`src/rtl/arcpt_pkg.sv`:
```
`timescale 1ns / 1ps
// ----------------------------------------------------------------------------
// arcpt_pkg
// shared types and codes of the arc progress timing block
// ----------------------------------------------------------------------------
package arcpt_pkg;

    // serial divider geometry
    localparam int DVD_W  = 64;
    localparam int DVS_W  = 29;
    localparam int STEP_W = 7;

    // transaction op codes
    localparam logic [1:0] OP_QUERY  = 2'd0;
    localparam logic [1:0] OP_COMMIT = 2'd1;
    localparam logic [1:0] OP_START  = 2'd2;

    // motion codes
    localparam logic [1:0] MOT_STILL = 2'd0;
    localparam logic [1:0] MOT_ONCE  = 2'd1;
    localparam logic [1:0] MOT_ROUND = 2'd2;

    // register indexes
    localparam logic [2:0] REG_MOTION      = 3'd0;
    localparam logic [2:0] REG_STILL_SHARE = 3'd1;
    localparam logic [2:0] REG_ZERO_TIME   = 3'd2;
    localparam logic [2:0] REG_TURN_MS     = 3'd3;
    localparam logic [2:0] REG_MIN_STEP    = 3'd4;

    typedef struct packed {
        logic              start;
        logic [STEP_W-1:0] steps;
        logic [DVD_W-1:0]  dividend;
        logic [DVS_W-1:0]  divisor;
    } div_req_t;

    typedef struct packed {
        logic             done;
        logic [DVD_W-1:0] quotient;
        logic [DVS_W-1:0] remainder;
    } div_rsp_t;

endpackage

```
`src/rtl/arcpt_div.sv`:
```
`timescale 1ns / 1ps
// ----------------------------------------------------------------------------
// arcpt_div
// restoring divider, one quotient bit per cycle, dividend left aligned
// ----------------------------------------------------------------------------
module arcpt_div (
    input  logic                clk,
    input  logic                rst_n,
    input  arcpt_pkg::div_req_t req,
    output arcpt_pkg::div_rsp_t rsp
);
    import arcpt_pkg::*;

    logic [STEP_W-1:0] cnt_reg;
    logic              done_reg;
    logic [DVD_W-1:0]  num_reg;
    logic [DVS_W-1:0]  rem_reg;
    logic [DVS_W-1:0]  div_reg;

    logic [DVS_W:0]   shifted;
    logic [DVS_W+1:0] trial;
    logic             borrow;

    assign shifted = {rem_reg, num_reg[DVD_W-1]};
    assign trial   = {1'b0, shifted} - {2'b00, div_reg};
    assign borrow  = trial[DVS_W+1];

    always_ff @(posedge clk or negedge rst_n)
    begin
        if (!rst_n)
        begin
            cnt_reg  <= '0;
            done_reg <= 1'b0;
        end
        else if (req.start)
        begin
            cnt_reg  <= req.steps;
            done_reg <= 1'b0;
        end
        else
        begin
            done_reg <= (cnt_reg == STEP_W'(1));
            if (cnt_reg != '0)
            begin
                cnt_reg <= cnt_reg - STEP_W'(1);
            end
        end
    end

    always_ff @(posedge clk)
    begin
        if (req.start)
        begin
            num_reg <= req.dividend;
            rem_reg <= '0;
            div_reg <= req.divisor;
        end
        else if (cnt_reg != '0)
        begin
            num_reg <= {num_reg[DVD_W-2:0], ~borrow};
            rem_reg <= borrow ? shifted[DVS_W-1:0] : trial[DVS_W-1:0];
        end
    end

    assign rsp.done      = done_reg;
    assign rsp.quotient  = num_reg;
    assign rsp.remainder = rem_reg;

endmodule

```
`src/rtl/arc_progress_timing.sv`:
```
`timescale 1ns / 1ps
// ----------------------------------------------------------------------------
// arc_progress_timing
// share of an arc to show at a millisecond tick, and whether a frame is due
// ----------------------------------------------------------------------------
//  channel   direction  handshake                 payload
//  input     in         in_valid / in_stall       op, now_ms, desk_time
//  output    out        out_valid / out_stall     share, due
//  config    in         psel/penable/pwrite/pready paddr, pwdata, prdata
//
//  one transaction at a time; a start and a still query skip the divider, as do
//  once at zero or full and a zero turn length; once runs the one-bit-per-cycle
//  divider once, and round runs it twice (turn phase, then share)
//  reset clears state, registers take their reset values, no clearing pass
//  the next transaction is taken while a result waits on a stalled output
// ----------------------------------------------------------------------------
module arc_progress_timing #(
    parameter int TURN_UNITS = 65536
) (
    input  logic        clk,
    input  logic        rst_n,
    // apb config port
    input  logic        psel,
    input  logic        penable,
    input  logic        pwrite,
    input  logic [5:0]  paddr,
    input  logic [63:0] pwdata,
    output logic [63:0] prdata,
    output logic        pready,
    // input channel
    input  logic        in_valid,
    output logic        in_stall,
    input  logic [1:0]  op,
    input  logic [31:0] now_ms,
    input  logic [63:0] desk_time,
    // output channel
    output logic        out_valid,
    input  logic        out_stall,
    output logic [16:0] share,
    output logic        due
);
    import arcpt_pkg::*;

    // widths that follow from the turn size
    localparam int TU_W  = $clog2(TURN_UNITS + 1);
    localparam int SH_W  = TU_W;
    localparam int W_MAX = (TU_W > 17) ? TU_W : 17;
    localparam int NUM_W = 28 + TU_W;
    localparam logic [TU_W-1:0] TU = TU_W'(TURN_UNITS);

    typedef enum logic [3:0] {
        S_IDLE,
        S_TIME,
        S_DIFF,
        S_MAG,
        S_SEL,
        S_WMOD,
        S_MUL,
        S_DIVQ,
        S_WQ,
        S_DUE1,
        S_DUE2,
        S_DONE
    } state_t;

    // configuration registers
    logic [1:0]  motion_reg;
    logic [16:0] still_share_reg;
    logic [63:0] zero_time_reg;
    logic [27:0] turn_ms_reg;
    logic [16:0] min_step_reg;

    // timing state
    logic [63:0]     desk_clock_reg;
    logic [31:0]     last_ms_reg;
    logic [SH_W-1:0] shown_share_reg;
    logic            shown_valid_reg;

    // sequencer and working registers
    state_t          state_reg;
    logic [1:0]      op_reg;
    logic [31:0]     now_reg;
    logic [63:0]     desk_in_reg;
    logic [63:0]     at_reg;
    logic [63:0]     diff_reg;
    logic [63:0]     mag_reg;
    logic            neg_reg;
    logic [27:0]     d_reg;
    logic            dneg_reg;
    logic [27:0]     opnd_reg;
    logic [NUM_W-1:0] prod_reg;
    logic [SH_W-1:0] share_reg;
    logic [SH_W-1:0] moved_reg;
    logic            eq_reg;
    logic            force_reg;
    logic            due_reg;
    logic            out_valid_reg;
    logic [16:0]     out_share_reg;
    logic            out_due_reg;

    div_req_t div_req;
    div_rsp_t div_rsp;

    // --------------------------------------------------------------------
    // config port
    // --------------------------------------------------------------------
    logic       cfg_write;
    logic [2:0] cfg_idx;

    assign pready    = 1'b1;
    assign cfg_write = psel & penable & pwrite & pready;
    assign cfg_idx   = paddr[5:3];

    always_ff @(posedge clk or negedge rst_n)
    begin
        if (!rst_n)
        begin
            motion_reg      <= MOT_STILL;
            still_share_reg <= '0;
            zero_time_reg   <= '0;
            turn_ms_reg     <= 28'd1000;
            min_step_reg    <= 17'd1;
        end
        else if (cfg_write)
        begin
            case (cfg_idx)
                REG_MOTION:      motion_reg      <= pwdata[1:0];
                REG_STILL_SHARE: still_share_reg <= pwdata[16:0];
                REG_ZERO_TIME:   zero_time_reg   <= pwdata;
                REG_TURN_MS:     turn_ms_reg     <= pwdata[27:0];
                REG_MIN_STEP:    min_step_reg    <= pwdata[16:0];
                default:         ;
            endcase
        end
    end

    always_comb
    begin
        case (cfg_idx)
            REG_MOTION:      prdata = 64'(motion_reg);
            REG_STILL_SHARE: prdata = 64'(still_share_reg);
            REG_ZERO_TIME:   prdata = zero_time_reg;
            REG_TURN_MS:     prdata = 64'(turn_ms_reg);
            REG_MIN_STEP:    prdata = 64'(min_step_reg);
            default:         prdata = '0;
        endcase
    end

    // --------------------------------------------------------------------
    // shared divider
    // --------------------------------------------------------------------
    arcpt_div u_div (
        .clk   (clk),
        .rst_n (rst_n),
        .req   (div_req),
        .rsp   (div_rsp)
    );

    // --------------------------------------------------------------------
    // datapath terms
    // --------------------------------------------------------------------
    logic [31:0]      elapsed;
    logic [27:0]      d_abs;
    logic [W_MAX-1:0] still_ext;
    logic [SH_W-1:0]  still_sat;
    logic [NUM_W-1:0] prod_comb;
    logic [NUM_W-1:0] num_once;
    logic [NUM_W-1:0] q_low;
    logic [27:0]      rem_low;
    logic [SH_W-1:0]  other;
    logic [SH_W-1:0]  least;
    logic             wrap_back;

    assign elapsed   = now_reg - last_ms_reg;
    assign d_abs     = turn_ms_reg[27] ? (~turn_ms_reg + 28'd1) : turn_ms_reg;
    assign still_ext = W_MAX'(still_share_reg);
    assign still_sat = (still_ext > W_MAX'(TU)) ? SH_W'(TU) : SH_W'(still_share_reg);
    assign prod_comb = NUM_W'(opnd_reg) * NUM_W'(TU);
    assign num_once  = (prod_reg << 1) + NUM_W'(d_reg);
    assign q_low     = div_rsp.quotient[NUM_W-1:0];
    assign rem_low   = div_rsp.remainder[27:0];
    assign wrap_back = (neg_reg != dneg_reg);
    // moved never exceeds a full turn, so this cannot underflow
    assign other     = SH_W'(TU) - moved_reg;
    assign least     = (other < moved_reg) ? other : moved_reg;

    always_comb
    begin
        div_req          = '0;
        div_req.steps    = STEP_W'(DVD_W);
        div_req.dividend = mag_reg;
        div_req.divisor  = DVS_W'(d_reg);
        if (state_reg == S_SEL && motion_reg == MOT_ROUND && d_reg != '0
            && op_reg != OP_START)
        begin
            div_req.start = 1'b1;
        end
        else if (state_reg == S_DIVQ)
        begin
            div_req.start = 1'b1;
            div_req.steps = STEP_W'(NUM_W);
            if (motion_reg == MOT_ONCE)
            begin
                // round to nearest: (2*mag*units + d) / (2*d)
                div_req.dividend = DVD_W'(num_once) << (DVD_W - NUM_W);
                div_req.divisor  = {d_reg, 1'b0};
            end
            else
            begin
                div_req.dividend = DVD_W'(prod_reg) << (DVD_W - NUM_W);
            end
        end
    end

    // --------------------------------------------------------------------
    // sequencer
    // --------------------------------------------------------------------
    assign in_stall  = (state_reg != S_IDLE);
    assign out_valid = out_valid_reg;
    assign share     = out_share_reg;
    assign due       = out_due_reg;

    always_ff @(posedge clk or negedge rst_n)
    begin
        if (!rst_n)
        begin
            state_reg       <= S_IDLE;
            out_valid_reg   <= 1'b0;
            desk_clock_reg  <= '0;
            last_ms_reg     <= '0;
            shown_share_reg <= '0;
            shown_valid_reg <= 1'b0;
        end
        else
        begin
            // in the hand-over state the output register is loaded below instead
            if (out_valid_reg && !out_stall && state_reg != S_DONE)
            begin
                out_valid_reg <= 1'b0;
            end

            case (state_reg)
                S_IDLE:
                begin
                    if (in_valid)
                    begin
                        op_reg      <= op;
                        now_reg     <= now_ms;
                        desk_in_reg <= desk_time;
                        state_reg   <= S_TIME;
                    end
                end

                S_TIME:
                begin
                    // desktop time now, the tick delta wraps at 32 bits
                    at_reg    <= desk_clock_reg + 64'(elapsed);
                    state_reg <= S_DIFF;
                end

                S_DIFF:
                begin
                    diff_reg  <= at_reg - zero_time_reg;
                    d_reg     <= d_abs;
                    dneg_reg  <= turn_ms_reg[27];
                    state_reg <= S_MAG;
                end

                S_MAG:
                begin
                    neg_reg   <= diff_reg[63];
                    mag_reg   <= diff_reg[63] ? (~diff_reg + 64'd1) : diff_reg;
                    state_reg <= S_SEL;
                end

                S_SEL:
                begin
                    state_reg <= S_DUE1;
                    if (op_reg == OP_START)
                    begin
                        desk_clock_reg  <= desk_in_reg;
                        last_ms_reg     <= now_reg;
                        shown_valid_reg <= 1'b0;
                        share_reg       <= '0;
                        due_reg         <= 1'b0;
                        state_reg       <= S_DONE;
                    end
                    else if (motion_reg != MOT_ONCE && motion_reg != MOT_ROUND)
                    begin
                        share_reg <= still_sat;
                    end
                    else if (d_reg == '0)
                    begin
                        share_reg <= '0;
                    end
                    else if (motion_reg == MOT_ONCE)
                    begin
                        if (mag_reg == '0 || wrap_back)
                        begin
                            share_reg <= '0;
                        end
                        else if (mag_reg >= 64'(d_reg))
                        begin
                            share_reg <= SH_W'(TU);
                        end
                        else
                        begin
                            opnd_reg  <= mag_reg[27:0];
                            state_reg <= S_MUL;
                        end
                    end
                    else
                    begin
                        // position within the turn comes from mag mod d
                        state_reg <= S_WMOD;
                    end
                end

                S_WMOD:
                begin
                    if (div_rsp.done)
                    begin
                        // running against the turn direction mirrors the phase
                        if (wrap_back && rem_low != '0)
                        begin
                            opnd_reg <= d_reg - rem_low;
                        end
                        else
                        begin
                            opnd_reg <= rem_low;
                        end
                        state_reg <= S_MUL;
                    end
                end

                S_MUL:
                begin
                    prod_reg  <= prod_comb;
                    state_reg <= S_DIVQ;
                end

                S_DIVQ:
                begin
                    state_reg <= S_WQ;
                end

                S_WQ:
                begin
                    if (div_rsp.done)
                    begin
                        if (motion_reg == MOT_ROUND && q_low > NUM_W'(TU - TU_W'(1)))
                        begin
                            share_reg <= SH_W'(TU - TU_W'(1));
                        end
                        else
                        begin
                            share_reg <= SH_W'(q_low);
                        end
                        state_reg <= S_DUE1;
                    end
                end

                S_DUE1:
                begin
                    eq_reg    <= shown_valid_reg && (share_reg == shown_share_reg);
                    force_reg <= !shown_valid_reg || (share_reg == '0)
                                 || (share_reg >= SH_W'(TU));
                    moved_reg <= (share_reg > shown_share_reg)
                                 ? (share_reg - shown_share_reg)
                                 : (shown_share_reg - share_reg);
                    state_reg <= S_DUE2;
                end

                S_DUE2:
                begin
                    // short way round against the least step
                    if (eq_reg)
                    begin
                        due_reg <= 1'b0;
                    end
                    else if (force_reg)
                    begin
                        due_reg <= 1'b1;
                    end
                    else
                    begin
                        due_reg <= (W_MAX'(least) >= W_MAX'(min_step_reg));
                    end
                    if (op_reg == OP_COMMIT)
                    begin
                        desk_clock_reg  <= at_reg;
                        last_ms_reg     <= now_reg;
                        shown_share_reg <= share_reg;
                        shown_valid_reg <= 1'b1;
                    end
                    state_reg <= S_DONE;
                end

                S_DONE:
                begin
                    // hand over once the output register is free
                    if (!out_valid_reg || !out_stall)
                    begin
                        out_valid_reg <= 1'b1;
                        out_share_reg <= 17'(share_reg);
                        out_due_reg   <= due_reg;
                        state_reg     <= S_IDLE;
                    end
                end

                default:
                begin
                    state_reg <= S_IDLE;
                end
            endcase
        end
    end

endmodule
```
`config.mk`:
```
export PLATFORM = sky130hd
export DESIGN_NAME = arc_progress_timing
export DESIGN_NICKNAME = d
export VERILOG_FILES = /design/src/rtl/arcpt_pkg.sv /design/src/rtl/arcpt_div.sv /design/src/rtl/arc_progress_timing.sv
export SDC_FILE = /design/constraint.sdc
export NUM_CORES = 2
export LEC_CHECK = 0
export BUFFER_PORTS_ARGS = -buffer_cell sky130_fd_sc_hd__buf_2
export CAP_MARGIN = 20
export CELL_PAD_IN_SITES_DETAIL_PLACEMENT = 1
export CELL_PAD_IN_SITES_GLOBAL_PLACEMENT = 2
export CORE_MARGIN = 8
export CORE_UTILIZATION = 44
export CTS_CLUSTER_SIZE = 24
export DETAILED_ROUTE_END_ITERATION = 8
export GPL_ROUTABILITY_DRIVEN = 0
export GPL_TIMING_DRIVEN = 0
export PLACE_DENSITY_LB_ADDON = 0.1
export SLEW_MARGIN = 10
export SYNTH_ARGS = -nofsm -noshare
export SYNTH_HDL_FRONTEND = slang
export SYNTH_SLANG_ARGS = --single-unit
```
`constraint.sdc`:
```
create_clock -name clk -period 15 [get_ports clk]
set_input_delay 1.5 -clock clk [delete_from_list [all_inputs] [get_ports clk]]
set_output_delay 1.5 -clock clk [all_outputs]
set_load 0.05 [all_outputs]
```
==> run metrics <==
drt wl/cell=roughly 24 um; Syn Nets=5100; most instantiated library cell after synthesis=edfxtp_1; Crit Path Class=flip-flop to flip-flop; first-pass GRT wire length=235000 um; HP Class=flip-flop to flip-flop; Cells after Synth=about 4600; Main synth FF type=edfxtp_1; top fanout value on the critical path=10; NumNets Final=between 5000 and 6000; die footprint=0.117 mm^2; synth-to-layout area growth=14.3%; row count=~120; post-route ant nets=0; final hold vios=0; minimum clock period=roughly 7.6 ns; slowest stage delay, CP=slightly below 0.9 ns; Bufs and invs on worst path=3; worst path required time=around 15 ns; vias in the first global route=38900; initial antenna violation count=4; DP HPWL=around 120000 um; setup_tns=0 ns; gr usage total=around a quarter; pin count of the biggest net entering global routing=100; FF-to-FF Start=now_reg[0]; area share of the leading cell type in the synthesized netlist=33.6%; dpl cell area=0.0503 mm^2; register area share after synthesis=roughly half; period utilization=50.7%; Post-synth top cells=524 x edfxtp_1, 500 x nand2_1, 461 x o21ai_0; FFs w/ async S/R, synth=a little under a third; synth top area cells=edfxtp_1 34%, dfrtp_1 13%, ha_1 7.6%; pwr dens=a little under 200 mW/mm^2; CP Capture Type=flip-flop; leakage=~22 nW; Root Driver=clkbuf_16; Max H-tree Level=3; Max-Cap Viols=0; Initial DRC Count=approximately 2500; register bit total from synthesis=808; headroom to the max-slew limit=around 27%; Die H=342 um; dominant delay contributor by cell family on the critical path=compound AO/OA/AOI/OAI gates; Initial Utilization=44.4%; clock latency on the worst-skew pair=roughly 0.7 ns; final instance area=0.0536 mm^2; reg2reg path depth=26; core area=~0.11 mm^2; setup bufs post-CTS=0; clock sink total=approximately 810; synthesized area=about 0.047 mm^2; Overflow after GRT=0; critical path launch point=now_reg[0]; achievable clock frequency=132 MHz; Max Root-Sink Buffers=3; Syn Area/Cell=10.1 um^2; Top Ports=260; EDFF count, synth=524; Vias=about 37000; yosys warns=0; cell taking the most area after synthesis=edfxtp_1; Final Max Slew Viols=0; TritonCTS clock tree=yes; final setup violation count=0; RSZ-0062 raised after global routing=false; die width=around 340 um; crit-path most repeated cell=o21bai_1; Resize count post-CTS=0; Remaining DRCs=0; reg-to-reg endpoint=at_reg[60]; clock skew=around 0.034 ns; peak supply drop=between 0.1 and 0.15 mV; WP data arrival=approximately 8 ns; share of layout cells above drive strength 1=around 11%; I/O Buffers=between 200 and 300; Worst-Margin Slew=about 1.1 ns; WL final=~150000 um; Worst Hold End=prod_reg[41]; status=finished, final reports clean; CTS Buf Count=93; Cell variety after synth=between 80 and 90; drt pass-1 iters=7; min-delay src=opnd_reg[25]; crit start category=flip-flop; Crit-path slowest cell=o31ai_1; via/cell ratio=~5.8; Clock Pin Slew Worst Setup and Hold Paths=0.06 ns; Post-CTS Hold Fix Bufs=0; Worst R2R Setup Slack=7.40 ns; hold depth=0
worst reg2reg max path: cells and delay by family (launching register included):
family / cells / cell delay (ns)
AO/OA/AOI/OAI: 15 / 4.51
adder cells (fa/ha/maj): 3 / 0.91
buffers and inverters: 3 / 0.66
AND/OR/NAND/NOR: 3 / 0.52
flip-flops: 1 / 0.36
XOR/XNOR: 2 / 0.36
cells by family (layout without fill, tap and decap cells):
family	count (synthesis)	count (layout)	share of synthesized area (%)
flip-flops	808	808	48.4
AO/OA/AOI/OAI	1257	1257	16.8
AND/OR/NAND/NOR	1252	1252	12.6
adder cells (fa/ha/maj)	294	294	7.97
XOR/XNOR	315	315	5.88
buffers and inverters	516	968	4.14
multiplexers	188	188	4.23
other	1	4	0.00800
final cells by class:
cell class / count / area, um^2
clock buffers: 125 / 2660
repair buffers: 276 / 1660
multi-input cells: 3307 / 22300
clock inverters: 51 / 568
well taps: 1391 / 1740
diodes: 3 / 7.51
inverters: 334 / 1260
flip-flops and latches: 808 / 22700
fillers: 11800 / 52000
plain buffers: 182 / 691
power breakdown:
group	leakage [nW]	internal [mW]	switching (mW)
registers	8.11	3.06	0.424
logic	12.2	1.80	2.64
clock network	1.57	1.42	0.965
total	21.9	6.28	4.03
worst max-delay path by stage:
stage	slack (ns)	endpoint	cells after the start
5_1_grt	6.89	at_reg[60]	26
2_1_floorplan	8.77	desk_in_reg[0]	2
3_5_place_dp	7.44	at_reg[60]	26
6_report	7.40	at_reg[60]	26
4_1_cts	7.37	at_reg[60]	26
3_3_place_gp	1.10	desk_in_reg[57]	3
metrics by stage:
step           hold WS [ns]  worst slack [ns]  power, mW  util (%)  instances
4_1_cts               0.416              7.37       10.4      50.7       6472
2_1_floorplan         0.400              8.77       6.63         -       4631
3_5_place_dp          0.406              7.44       7.91      47.7       6296
3_3_place_gp          0.403              1.10       7.79      47.3       6274
5_1_grt               0.424              6.89       11.0      50.8       6474
6_report              0.418              7.40       10.3      50.8       6477
metal layers:
metal / global-route usage (%) / vias to the layer above / share of wire [%]
met5: 0 / - / 0
met4: 9.83 / 0 / 3.9
met3: 3.44 / 291 / 4.6
met2: 43.6 / 911 / 48
met1: 33.7 / 18500 / 44
li1: - / 17600 / -
layout by cell type (no fill, tap or decap), drive strengths merged, types with 240 or more instances in the layout:
master / instances
xnor2: 240
edfxtp: 524
dfrtp: 248
nand2: 500
clkbuf: 285
inv: 339
o21ai: 462
nor2: 253
buf: 298
ha: 286
a21oi: 260
(Power assumes the default switching activity.)
